$ cat config.mk
export PLATFORM = sky130hd
export DESIGN_NAME = wildcard_signature_scan_unit
export DESIGN_NICKNAME = d
export VERILOG_FILES = /design/src/design/wss_pkg.sv /design/src/design/wildcard_signature_scan_unit.sv /design/src/design/wss_cell.sv /design/src/design/wss_loader.sv /design/src/design/wss_out_buf.sv
export SDC_FILE = /design/constraint.sdc
export NUM_CORES = 2
export LEC_CHECK = 0
export ABC_CLOCK_PERIOD_IN_PS = 7560
export BUFFER_PORTS_ARGS = -buffer_cell sky130_fd_sc_hd__buf_4
export CAP_MARGIN = 20
export CORE_ASPECT_RATIO = 0.7
export CORE_MARGIN = 5
export CORE_UTILIZATION = 60
export CTS_BUF_LIST = sky130_fd_sc_hd__clkbuf_2
export CTS_CLUSTER_SIZE = 10
export DETAILED_ROUTE_END_ITERATION = 6
export GPL_ROUTABILITY_DRIVEN = 1
export PLACE_DENSITY = 0.73
export SLEW_MARGIN = 20
export SYNTH_ARGS = -nofsm -noshare
export SYNTH_HDL_FRONTEND = slang
export SYNTH_SLANG_ARGS = --single-unit
export TNS_END_PERCENT = 20
$ cat constraint.sdc
create_clock -name clock -period 7.56 [get_ports clock]
set_input_delay 1.134 -clock clock [delete_from_list [all_inputs] [get_ports clock]]
set_output_delay 1.134 -clock clock [all_outputs]
set_load 0.05 [all_outputs]
$ cat src/design/wss_pkg.sv
package wss_pkg;

   // Item kinds on the request channel.
   localparam logic KIND_LOAD = 1'b0;
   localparam logic KIND_SCAN = 1'b1;

   // Fixed field widths.
   localparam int unsigned BYTE_W     = 8;
   localparam int unsigned CSR_W      = 6;
   localparam int unsigned INDEX_W    = 5;
   localparam int unsigned RSP_OFFS_W = 32;

   // One pattern position: a byte value and its wildcard mark.
   typedef struct packed {
      logic [BYTE_W-1:0] value;
      logic              wild;
   } pat_entry_type;

   // Controls broadcast to every cell of the chain.
   typedef struct packed {
      logic scan_shift;
      logic region_clear;
      logic pat_shift;
      logic pat_write;
   } cell_ctrl_type;

   // One result item.
   typedef struct packed {
      logic                  found;
      logic [RSP_OFFS_W-1:0] offset;
   } result_type;

   // Pattern rebuild sequencer states.
   typedef enum logic {
      SEQ_IDLE,
      SEQ_SWEEP
   } seq_state_type;

endpackage

$ cat src/design/wildcard_signature_scan_unit.sv
// A result item is registered in the output buffer, or in its skid entry if it stalls.
// Throughput: one item per cycle while req_stall is low; req_stall rises while two
// result items wait on rsp_stall. A pattern_length write copies the clamped length of
// positions into the cell chain, keeping req_stall high while it reads one per cycle.
// Reset (synchronous, active high) clears the window, byte count, report flag and output
// buffer and sets pattern_length to 1; pattern positions stay undefined until loaded.
module wildcard_signature_scan_unit #(
   parameter int unsigned PATTERN_MAX = 32,
   parameter int unsigned OFFSET_BITS = 32
) (
   input  logic                              clock,
   input  logic                              reset,
   input  logic                              req_valid,
   output logic                              req_stall,
   input  logic                              req_kind,
   input  logic [wss_pkg::INDEX_W-1:0]       req_pattern_index,
   input  logic [wss_pkg::BYTE_W-1:0]        req_pattern_value,
   input  logic                              req_pattern_is_wildcard,
   input  logic [wss_pkg::BYTE_W-1:0]        req_data_byte,
   input  logic                              req_end_of_region,
   output logic                              rsp_valid,
   input  logic                              rsp_stall,
   output logic                              rsp_found,
   output logic [wss_pkg::RSP_OFFS_W-1:0]    rsp_match_offset,
   input  logic                              csr_write_enable,
   input  logic [wss_pkg::CSR_W-1:0]         csr_write_data
);
   import wss_pkg::*;

   localparam int unsigned LEN_W = $clog2(PATTERN_MAX + 1);
   localparam int unsigned IDX_W = $clog2(PATTERN_MAX);

   logic [LEN_W-1:0]       len_ff;
   logic [LEN_W-1:0]       len_in;
   logic [OFFSET_BITS-1:0] count_ff;
   logic [OFFSET_BITS-1:0] count_in;
   logic [OFFSET_BITS-1:0] count_new;
   logic                   reported_ff;
   logic                   reported_in;

   logic                   accept;
   logic                   scan;
   logic                   load;
   logic                   last;
   cell_ctrl_type          ctrl;
   pat_entry_type          load_entry;
   logic [IDX_W-1:0]       load_index;
   pat_entry_type          sweep_entry;
   logic                   sweep_valid;
   logic                   loader_busy;
   logic                   buf_full;

   logic [BYTE_W-1:0]      win [PATTERN_MAX];
   pat_entry_type          pat [PATTERN_MAX];
   logic [PATTERN_MAX-1:0] hits;

   logic                   seen_ok;
   logic                   hit_found;
   logic                   res_valid;
   result_type             res;
   result_type             rsp_data;
   logic [OFFSET_BITS-1:0] diff;
   logic [63:0]            diff_ext;

   // Handshake and item decode.
   assign req_stall = buf_full || loader_busy;
   assign accept    = req_valid && !req_stall;
   assign scan      = accept && (req_kind == KIND_SCAN);
   assign load      = accept && (req_kind == KIND_LOAD);
   assign last      = scan && req_end_of_region;

   assign load_entry.value = req_pattern_value;
   assign load_entry.wild  = req_pattern_is_wildcard;

   // A load lands in the cell that faces its position for the current length.
   assign load_index = IDX_W'(32'(len_ff) - 32'd1 - 32'(req_pattern_index));

   assign ctrl.scan_shift   = scan;
   assign ctrl.region_clear = last;
   assign ctrl.pat_shift    = sweep_valid;
   assign ctrl.pat_write    = load && (32'(req_pattern_index) < 32'(len_ff));

   // Effective pattern length: zero acts as one, oversize acts as the maximum.
   always_comb begin
      len_in = len_ff;
      if (csr_write_enable) begin
         if (csr_write_data == '0) begin
            len_in = LEN_W'(1);
         end else if (32'(csr_write_data) > PATTERN_MAX) begin
            len_in = LEN_W'(PATTERN_MAX);
         end else begin
            len_in = LEN_W'(csr_write_data);
         end
      end
   end

   // Pattern store and the sweep that rebuilds the aligned copy in the cells.
   wss_loader #(
      .PATTERN_MAX (PATTERN_MAX),
      .LEN_W       (LEN_W),
      .IDX_W       (IDX_W)
   ) u_loader (
      .clock       (clock),
      .reset       (reset),
      .wr_en       (load && (32'(req_pattern_index) < PATTERN_MAX)),
      .wr_addr     (IDX_W'(req_pattern_index)),
      .wr_entry    (load_entry),
      .sweep_start (csr_write_enable),
      .sweep_len   (len_ff),
      .sweep_entry (sweep_entry),
      .sweep_valid (sweep_valid),
      .busy        (loader_busy)
   );

   // Chain of compare cells; cell k holds window byte k and pattern position length-1-k.
   for (genvar k = 0; k < PATTERN_MAX; k++) begin : g_cell
      logic [BYTE_W-1:0] byte_prev;
      pat_entry_type     pat_prev;
      if (k == 0) begin : g_head
         assign byte_prev = req_data_byte;
         assign pat_prev  = sweep_entry;
      end else begin : g_body
         assign byte_prev = win[k-1];
         assign pat_prev  = pat[k-1];
      end
      wss_cell #(
         .INDEX (k),
         .LEN_W (LEN_W),
         .IDX_W (IDX_W)
      ) u_cell (
         .clock      (clock),
         .reset      (reset),
         .ctrl       (ctrl),
         .len        (len_ff),
         .load_index (load_index),
         .load_entry (load_entry),
         .byte_in    (byte_prev),
         .pat_in     (pat_prev),
         .byte_out   (win[k]),
         .pat_out    (pat[k]),
         .hit        (hits[k])
      );
   end

   // Saturating byte count and the match decision for this scan item.
   assign count_new = (&count_ff) ? count_ff : count_ff + 1'b1;
   assign seen_ok   = 65'(count_new) >= 65'(len_ff);
   assign hit_found = !reported_ff && seen_ok && (&hits);
   assign res_valid = scan && (hit_found || (req_end_of_region && !reported_ff));

   assign diff     = count_new - OFFSET_BITS'(len_ff);
   assign diff_ext = 64'(diff);

   assign res.found  = hit_found;
   assign res.offset = hit_found ? diff_ext[RSP_OFFS_W-1:0] : '0;

   // Region state: count and report flag, cleared after the last byte.
   always_comb begin
      count_in    = count_ff;
      reported_in = reported_ff;
      if (last) begin
         count_in    = '0;
         reported_in = 1'b0;
      end else if (scan) begin
         count_in    = count_new;
         reported_in = reported_ff || hit_found;
      end
   end

   always_ff @(posedge clock) begin
      if (reset) begin
         len_ff      <= LEN_W'(1);
         count_ff    <= '0;
         reported_ff <= 1'b0;
      end else begin
         len_ff      <= len_in;
         count_ff    <= count_in;
         reported_ff <= reported_in;
      end
   end

   // Result buffering toward the response channel.
   wss_out_buf u_out_buf (
      .clock     (clock),
      .reset     (reset),
      .in_valid  (res_valid),
      .in_data   (res),
      .out_valid (rsp_valid),
      .out_data  (rsp_data),
      .out_stall (rsp_stall),
      .full      (buf_full)
   );

   assign rsp_found        = rsp_data.found;
   assign rsp_match_offset = rsp_data.offset;

endmodule

$ cat src/design/wss_cell.sv
module wss_cell #(
   parameter int unsigned INDEX = 0,
   parameter int unsigned LEN_W = 6,
   parameter int unsigned IDX_W = 5
) (
   input  logic                         clock,
   input  logic                         reset,
   input  wss_pkg::cell_ctrl_type       ctrl,
   input  logic [LEN_W-1:0]             len,
   input  logic [IDX_W-1:0]             load_index,
   input  wss_pkg::pat_entry_type       load_entry,
   input  logic [wss_pkg::BYTE_W-1:0]   byte_in,
   input  wss_pkg::pat_entry_type       pat_in,
   output logic [wss_pkg::BYTE_W-1:0]   byte_out,
   output wss_pkg::pat_entry_type       pat_out,
   output logic                         hit
);
   import wss_pkg::*;

   logic [BYTE_W-1:0] window_ff;
   logic [BYTE_W-1:0] window_in;
   pat_entry_type     pattern_ff;
   pat_entry_type     pattern_in;
   logic              active;

   // The cell takes part in the compare only below the pattern length.
   assign active = 32'(len) > INDEX;

   // The byte this cell holds after the current shift is its neighbor's byte.
   assign hit = !active || pattern_ff.wild || (pattern_ff.value == byte_in);

   // Window byte: shifts on scan items and clears at the end of a region.
   always_comb begin
      window_in = window_ff;
      if (ctrl.region_clear) begin
         window_in = '0;
      end else if (ctrl.scan_shift) begin
         window_in = byte_in;
      end
   end

   always_ff @(posedge clock) begin
      if (reset) begin
         window_ff <= '0;
      end else begin
         window_ff <= window_in;
      end
   end

   // Aligned pattern position: written by a load item or shifted during a rebuild.
   always_comb begin
      pattern_in = pattern_ff;
      if (ctrl.pat_write && (load_index == IDX_W'(INDEX))) begin
         pattern_in = load_entry;
      end else if (ctrl.pat_shift) begin
         pattern_in = pat_in;
      end
   end

   always_ff @(posedge clock) begin
      pattern_ff <= pattern_in;
   end

   assign byte_out = window_ff;
   assign pat_out  = pattern_ff;

endmodule

$ cat src/design/wss_loader.sv
module wss_loader #(
   parameter int unsigned PATTERN_MAX = 32,
   parameter int unsigned LEN_W       = 6,
   parameter int unsigned IDX_W       = 5
) (
   input  logic                   clock,
   input  logic                   reset,
   input  logic                   wr_en,
   input  logic [IDX_W-1:0]       wr_addr,
   input  wss_pkg::pat_entry_type wr_entry,
   input  logic                   sweep_start,
   input  logic [LEN_W-1:0]       sweep_len,
   output wss_pkg::pat_entry_type sweep_entry,
   output logic                   sweep_valid,
   output logic                   busy
);
   import wss_pkg::*;

   pat_entry_type pattern_mem [PATTERN_MAX];
   pat_entry_type rd_data_ff;
   logic          rd_valid_ff;
   logic          rd_en;
   seq_state_type state_ff;
   seq_state_type state_in;
   logic [LEN_W-1:0] addr_ff;
   logic [LEN_W-1:0] addr_in;

   // Sweep sequencer: reads positions 0 to length-1 in order.
   always_comb begin
      state_in = state_ff;
      addr_in  = addr_ff;
      rd_en    = 1'b0;
      case (state_ff)
         SEQ_IDLE: begin
            if (sweep_start) begin
               state_in = SEQ_SWEEP;
               addr_in  = '0;
            end
         end
         SEQ_SWEEP: begin
            rd_en = 1'b1;
            if (sweep_start) begin
               addr_in = '0;
            end else if (addr_ff == LEN_W'(sweep_len - 1'b1)) begin
               state_in = SEQ_IDLE;
            end else begin
               addr_in = addr_ff + 1'b1;
            end
         end
         default: begin
            state_in = SEQ_IDLE;
         end
      endcase
   end

   always_ff @(posedge clock) begin
      if (reset) begin
         state_ff    <= SEQ_IDLE;
         addr_ff     <= '0;
         rd_valid_ff <= 1'b0;
      end else begin
         state_ff    <= state_in;
         addr_ff     <= addr_in;
         rd_valid_ff <= rd_en;
      end
   end

   // Canonical pattern store with a registered read port.
   always_ff @(posedge clock) begin
      if (wr_en) begin
         pattern_mem[wr_addr] <= wr_entry;
      end
      if (rd_en) begin
         rd_data_ff <= pattern_mem[addr_ff[IDX_W-1:0]];
      end
   end

   assign sweep_entry = rd_data_ff;
   assign sweep_valid = rd_valid_ff;
   assign busy        = (state_ff != SEQ_IDLE) || rd_valid_ff;

endmodule

$ cat src/design/wss_out_buf.sv
module wss_out_buf (
   input  logic                clock,
   input  logic                reset,
   input  logic                in_valid,
   input  wss_pkg::result_type in_data,
   output logic                out_valid,
   output wss_pkg::result_type out_data,
   input  logic                out_stall,
   output logic                full
);
   import wss_pkg::*;

   logic       out_valid_ff;
   logic       out_valid_in;
   result_type out_data_ff;
   result_type out_data_in;
   logic       skid_valid_ff;
   logic       skid_valid_in;
   result_type skid_data_ff;
   result_type skid_data_in;
   logic       pop;

   assign pop = out_valid_ff && !out_stall;

   // Output register with one skid entry behind it.
   always_comb begin
      out_valid_in  = out_valid_ff;
      out_data_in   = out_data_ff;
      skid_valid_in = skid_valid_ff;
      skid_data_in  = skid_data_ff;
      if (skid_valid_ff) begin
         if (pop) begin
            out_data_in   = skid_data_ff;
            skid_valid_in = 1'b0;
         end
      end else if (in_valid) begin
         if (!out_valid_ff || pop) begin
            out_valid_in = 1'b1;
            out_data_in  = in_data;
         end else begin
            skid_valid_in = 1'b1;
            skid_data_in  = in_data;
         end
      end else if (pop) begin
         out_valid_in = 1'b0;
      end
   end

   always_ff @(posedge clock) begin
      if (reset) begin
         out_valid_ff  <= 1'b0;
         skid_valid_ff <= 1'b0;
      end else begin
         out_valid_ff  <= out_valid_in;
         skid_valid_ff <= skid_valid_in;
      end
      out_data_ff  <= out_data_in;
      skid_data_ff <= skid_data_in;
   end

   assign out_valid = out_valid_ff;
   assign out_data  = out_data_ff;
   assign full      = skid_valid_ff;

endmodule

Yosys cells after proc, flatten, opt, wreduce, memory -nomap -nowiden

Memory sizes are Yosys's and may differ from the RTL's. A register that Yosys moved wholly into a read port is not among the register bits.
Index checks and enable logic that the tools add are counted.

RAM bits: 288
Register bits: 651
Bits of input ports: 35
Memories kept: 1

Memory list:

| name                 | words | width | rd ports | clocked after memory_dff | write ports | RTL line         | RTL |
|---|---|---|---|---|---|---|---|
| u_loader.pattern_mem | 32    | 9     | 1        | 1                        | 1           | wss_loader.sv:19 | `pat_entry_type pattern_mem [PATTERN_MAX];` |

Mux-type cells: 90
Reductions and logical operators: 191
Order comparisons: 35
Bitwise gates (word level): 4
Eq/ne operators: 68
$add $sub $neg: 6

Operator list:

| kind                                                                 | count |
|---|---|
| 9-bit two-way mux                                                    | 64 |
| 8-bit == test                                                        | 32 |
| 33-bit two-way mux                                                   | 4 |
| 6-bit by 5-bit > comparator with 1-bit output, second input constant | 16 |
| 5-bit == test, second input constant                                 | 16 |
| 2-bit nonzero test                                                   | 35 |
| 1-bit logical OR                                                     | 69 |
| 32-bit two-way mux                                                   | 2 |
| 32-bit AND reduction                                                 | 2 |
| 6-bit by 4-bit > comparator with 1-bit output, second input constant | 8 |
| 1-bit logical AND                                                    | 42 |
| 5-bit by 4-bit == test with 1-bit output, second input constant      | 8 |
| 1-bit logical NOT                                                    | 36 |
| 32-bit by 1-bit adder with 32-bit output, second input constant      | 1 |
| 32-bit by 6-bit greater-or-equal comparator with 1-bit output        | 1 |
| 32-bit by 6-bit subtractor with 32-bit output                        | 1 |
| 6-bit two-way mux                                                    | 5 |
| 6-bit by 3-bit > comparator with 1-bit output, second input constant | 4 |
| 5-bit by 3-bit == test with 1-bit output, second input constant      | 4 |
| 1-bit two-way mux                                                    | 13 |
| 6-bit by 1-bit > comparator with 1-bit output, second input constant | 2 |
| 6-bit by 2-bit > comparator with 1-bit output, second input constant | 2 |
| 6-bit case mux with 2 select lines                                   | 1 |
| 5-bit by 2-bit == test with 1-bit output, second input constant      | 2 |
| other kinds (18)                                                     | 24 |

Longest topological paths before layout

Word-level depth: 10
Gate-level depth with buffers: 21
Mapped depth without buffers: 15

Modules after synthesis

A second synthesis with hierarchy kept.

Cell total of the unflattened synthesis: 3191
Area, all modules: 44468.9 µm²

Modules (own cells, without submodules):

| module                           | seq. area each (µm²) | times used | cells an instance | area each (µm²) |
|---|---|---|---|---|
| wss_loader                       | 9078.7               | 1          | 563               | 12091.6 |
| wildcard_signature_scan_unit     | 780.7                | 1          | 526               | 3857.4 |
| wss_out_buf                      | 2021.9               | 1          | 115               | 2617.5 |
| wss_cell (g_cell[2].u_cell ...)  | 430.4                | 2          | 63                | 834.6 |
| wss_cell (g_cell[22].u_cell ...) | 430.4                | 2          | 62                | 798.3 |
| wss_cell (g_cell[8].u_cell)      | 430.4                | 1          | 63                | 835.8 |
| wss_cell (g_cell[10].u_cell)     | 430.4                | 1          | 62                | 833.3 |
| wss_cell (g_cell[1].u_cell)      | 430.4                | 1          | 63                | 833.3 |
| wss_cell (g_cell[6].u_cell)      | 430.4                | 1          | 63                | 829.5 |
| wss_cell (g_cell[9].u_cell)      | 430.4                | 1          | 63                | 828.3 |
| wss_cell (g_cell[5].u_cell)      | 430.4                | 1          | 62                | 827.0 |
| wss_cell (g_cell[19].u_cell)     | 430.4                | 1          | 63                | 823.3 |
| wss_cell (g_cell[3].u_cell)      | 430.4                | 1          | 62                | 820.8 |
| wss_cell (g_cell[20].u_cell)     | 430.4                | 1          | 63                | 814.5 |
| 19 more rows                     | n/a                  | n/a        | n/a               | n/a |

Least setup slack after synthesis

No wires, ideal clock.

Path kind: reg-to-reg
From: reg count_ff[14]
To: reg u_out_buf.skid_data_ff[0] (netlist bit), enable pin
Path slack: 1213 ps
Arrival: 5874 ps
Cell stages (with the launch flop): 20
Buffers on the path: 4
Library setup time: 474 ps
Period minus slack after synthesis: 6347 ps
Required time: 7086 ps
Cell sequence: dfxtp_1 > clkbuf_1 > and2_1 > and4_1 > buf_2 > nand4_1 > clkbuf_1 > xnor2_1 > ha_1 > fa_1 > nor2b_1 > o21ai_0 > a21boi_0 > o21ai_0 > nand3b_1 > nor4b_4 > nand2_1 > o21ai_2 > buf_2 > a211oi_1

Longest elaborated chain between the ends: 8

RTL lines:

| element                                                                          | RTL line                            | RTL |
|---|---|---|
| start: declaration                                                               | wildcard_signature_scan_unit.sv:35  | `logic [OFFSET_BITS-1:0] count_ff;` |
| start signal: assignment                                                         | wildcard_signature_scan_unit.sv:177 | `count_ff <= count_in;` |
| 32-bit by 1-bit adder with 32-bit output or 32-bit AND reduction (tied branches) | wildcard_signature_scan_unit.sv:146 | `assign count_new = (&count_ff) ? count_ff : count_ff + 1'b1;` |
| 32-bit two-way mux *                                                             | wildcard_signature_scan_unit.sv:146 |  |
| 32-bit by 6-bit greater-or-equal comparator with 1-bit output *                  | wildcard_signature_scan_unit.sv:147 | `assign seen_ok = 65'(count_new) >= 65'(len_ff);` |
| 1-bit logical AND * (2 in a row)                                                 | wildcard_signature_scan_unit.sv:148 | `assign hit_found = !reported_ff && seen_ok && (&hits);` |
| 1-bit logical OR *                                                               | wildcard_signature_scan_unit.sv:149 | `assign res_valid = scan && (hit_found \|\| (req_end_of_region && !reported_ff));` |
| 1-bit logical AND *                                                              | wildcard_signature_scan_unit.sv:149 |  |
| 3-bit AND reduction (no line) *                                                  | n/a                                 |  |
| end signal: assignment                                                           | wss_out_buf.sv:58                   | `skid_data_ff <= skid_data_in;` |
| end: declaration                                                                 | wss_out_buf.sv:19                   | `result_type skid_data_ff;` |

Every way passes the cells marked *; elsewhere a longest branch is shown, timed or not.
A chain may end at the register's enable or synchronous reset.

Worst setup path in the final report

From: reg count_ff[10]
To: reg u_out_buf.skid_data_ff[10] (netlist bit), enable pin

The elaborated chain is that of the path after synthesis.

==> results.cfg <==
[status]
status = finished clean

[layout]
nets = 3579
area_growth_pct = 8.036
fin_area_um2 = 45620
regArea_um2 = 25500
drive_above_1_share_pct = 23.32
instances_no_fill = 4621
num-fill-cells = 5279
multi_input_area_um2 = 15920

[clocking]
cts_resized = 0
cts_tree = yes
clock_latency_ns = 1.48
numCtsBuffers = 210
clockBufferDepth = 3
post_cts_buffers = 0
h-tree-depth = 4
cts.hold.buffers_added = 16
cts_sinks = 948
clk_pin_slew_ns = 0.11
root_buffer = clkbuf_2

[route]
first_iter_violations = 3041
wl_per_cell_um = 22.57
drc = 0
avgViaCountPerCell = 6.078
ant_nets = 0
dr.pass1.iters = 6
dr_total_vias = 28090
drt-total-wl_um = 104300

[yosys]
ys_types = 72
syn-instance-count = 3395
syn_area_um2 = 42230
ys_seq_elements = 948
synthFlopType = edfxtp_1
async_flop_share_pct = 0
synth-seq-area-share_pct = 60.38
ys.warnings.count = 0
syn-num-nets = 3453
post_synth.cell_area_avg_um2 = 12.44
synth-edff-count = 651

[floorplan]
fp-row-count = 81
fp.coreArea_um2 = 69830
start_util_pct = 60.47
die_y_um = 232.0
die_area_um2 = 75870
die_w_um = 327.1
io_pins = 70

[sta]
fmax_ghz = 0.1787
slew_viol_final = 0
max_slew.worst_pin.slew_ns = 1.133
fin_crit_sh_pct = 74.04
setup_viol = 0
holdWs_ns = 0.1742
fin_skew_ns = 0.1009
layout_min_cycle_time_ns = 5.597
hold_violations = 0
rsz0062_at_grt = false
finalWorstSetupSlack_ns = 1.963
relSlewSlack_pct = 24.47
fin_tns_setup_ns = 0

[power_and_ir_drop]
power_density_nw_per_um2 = 212.9
p_switching_w = 0.002608
pwr-share-clk_pct = 34.3
p_comb_share_pct = 7.1
irDropWorstVdd_uv = 189.8
p_leak_nw = 15.82
seqPwrFrac_pct = 58.6
power_switching_share_pct = 26.86
p_int_w = 0.007103

[placement]
dpl-instance-area_um2 = 43330
dp_cells = 4203
gp_congestion = 0.9385
pre_cts_ws_ns = 2.103
hpwl_um = 65960
io_buffers = 69

[setup_path]
critPathMaxFanout = 67
r2r_slack_ns = 1.96
end_kind = flop
worstPathRequired_ns = 8.68
critical_path_arrival_ns = 6.72
crit_type = flop to flop
start_kind = flop

[grt]
track_usage_pct = 27.41
grt_pass1_vias = 28050
grt_max_degree = 224
grt_first_pass_wirelength_um = 162200
overflow = 0
antenna_found_initial = 3

[flow_run]
drv_cap = 0

[worst_hold_path]
holdCritPathClass = input port to flop
## cells in the mapped netlist (all sizes together) (11+ instances only)
cell type	n	area [um^2]
nand2b	33	206.5
dfxtp	297	5946
nand4	33	225.2
ha	21	262.8
o31ai	38	285.3
inv	26	97.59
a211oi	15	112.6
nor3	27	140.1
xnor2	88	778.3
o21ai	36	183.9
nor2	151	569.3
clkbuf	156	585.6
nand3	46	252.8
nand2	623	2338
a21oi	288	1441
a221oi	14	122.6
mux2	298	3356
nor4	72	493.0
or3	11	68.82
edfxtp	651	19550
xor2	251	2198
buf	36	190.2
mux4	90	2027
## worst paths after layout
check,startpoint,end,cells after the start
hold reg to reg,g_cell[7].u_cell.byte_out[7]$_SDFFE_PP0P_,g_cell[8].u_cell.byte_out[7]$_SDFFE_PP0P_,2
hold / removal,csr_write_data[2],len_ff[2]$_SDFFE_PP0P_,5
setup / recovery,count_ff[10]$_SDFFE_PP0P_,u_out_buf.skid_data_ff[10]$_DFFE_PP_,18
setup reg to reg,count_ff[10]$_SDFFE_PP0P_,u_out_buf.skid_data_ff[10]$_DFFE_PP_,18
## power by group through the flow
stage	combinational [W]	sequential [W]	clock, W
finish	0.000687	0.00569	0.00333
global route	0.000731	0.00570	0.00369
CTS	0.000672	0.00569	0.00340
detailed placement	0.000661	0.00581	0
global placement	0.000647	0.00580	0
floorplan	0.000425	0.00579	0
## sequential cells by signal, indices dropped and copies added, names as in the netlist
| signal | cells |
|---|---|
| g_cell.u_cell.pat_out | 288 |
| u_loader.pattern_mem | 288 |
| g_cell.u_cell.byte_out | 248 |
| u_out_buf.out_data | 33 |
| u_out_buf.skid_data_ff | 33 |
| count_ff | 32 |
| u_loader.sweep_entry | 9 |
| len_ff | 6 |
| u_loader.addr_ff | 6 |
| reported_ff | 1 |
| u_loader.state_ff | 1 |
| u_loader.sweep_valid | 1 |
| u_out_buf.full | 1 |
| u_out_buf.out_valid | 1 |
## layout make-up
class                           instances  share of cell area (%)
Sequential cell                       948                   55.90
Multi-Input combinational cell       2229                   34.90
Clock buffer                          331                   3.631
Tap cell                              913                   2.504
Timing Repair Buffer                  106                   2.019
Clock inverter                         65                  0.8118
Inverter                               26                  0.2139
Antenna cell                            3                 0.01646
## placed cells by master (no fill, tap or decap), drive strengths merged, types with 10 or more instances in the layout
master       netlist  final
and3              10     10
nand4             33     33
nand2b            33     33
nor4              72     72
xnor2             88     88
xor2             251    251
clkbuf           156    331
a21oi            288    288
nor2             151    151
nor2b             10     10
clkinv             0     54
mux2             298    298
ha                21     21
dlygate4sd3        0     16
o31ai             38     38
nand3             46     46
nand2            623    623
nor3              27     27
mux4              90     90
o21ai             36     36
inv               26     33
or3               11     11
a221oi            14     14
a211oi            15     15
edfxtp           651    651
dfxtp            297    297
buf               36     90
## critical path: stages, from the launching register on
cell,delay (ns)
dfxtp_1,0.56
and4_1,0.36
and4_1,0.40
nand4_1,0.13
buf_4,0.24
xnor2_1,0.23
ha_1,0.24
fa_1,0.24
nor2b_1,0.05
o21ai_0,0.20
a21boi_0,0.11
o21ai_0,0.31
nand3b_1,0.21
nor4b_4,0.58
nand2_1,0.21
o21ai_4,0.17
buf_4,0.56
a211oi_4,0.11
buf_4,0.30
## cell families after synthesis
logic type,after synthesis,synth area share [%]
AOI/OAI and AO/OA,431,5.894
xor gates and xnor gates,339,7.049
adders and majority gates,23,0.7171
buffers and inverters,218,2.068
DFF,948,60.38
muxes,393,12.87
and+or+nand+nor,1043,11.03
## layer usage
| metal | track usage [%] | share of wire (%) |
|---|---|---|
| met2 | 40.54 | 44 |
| met4 | 8.014 | 1.8 |
| met5 | 0 | 0 |
| met1 | 40.75 | 44 |
| met3 | 6.665 | 10 |
## through the flow
step	total power, W	utilization, %
after CTS	0.009762	65.19
after detailed placement	0.006468	62.06
after global placement	0.006451	62.06
final	0.009711	65.33
after floorplan	0.006218	-
after global routing	0.01012	65.32
Note: power is estimated with default switching activity, not from simulation.
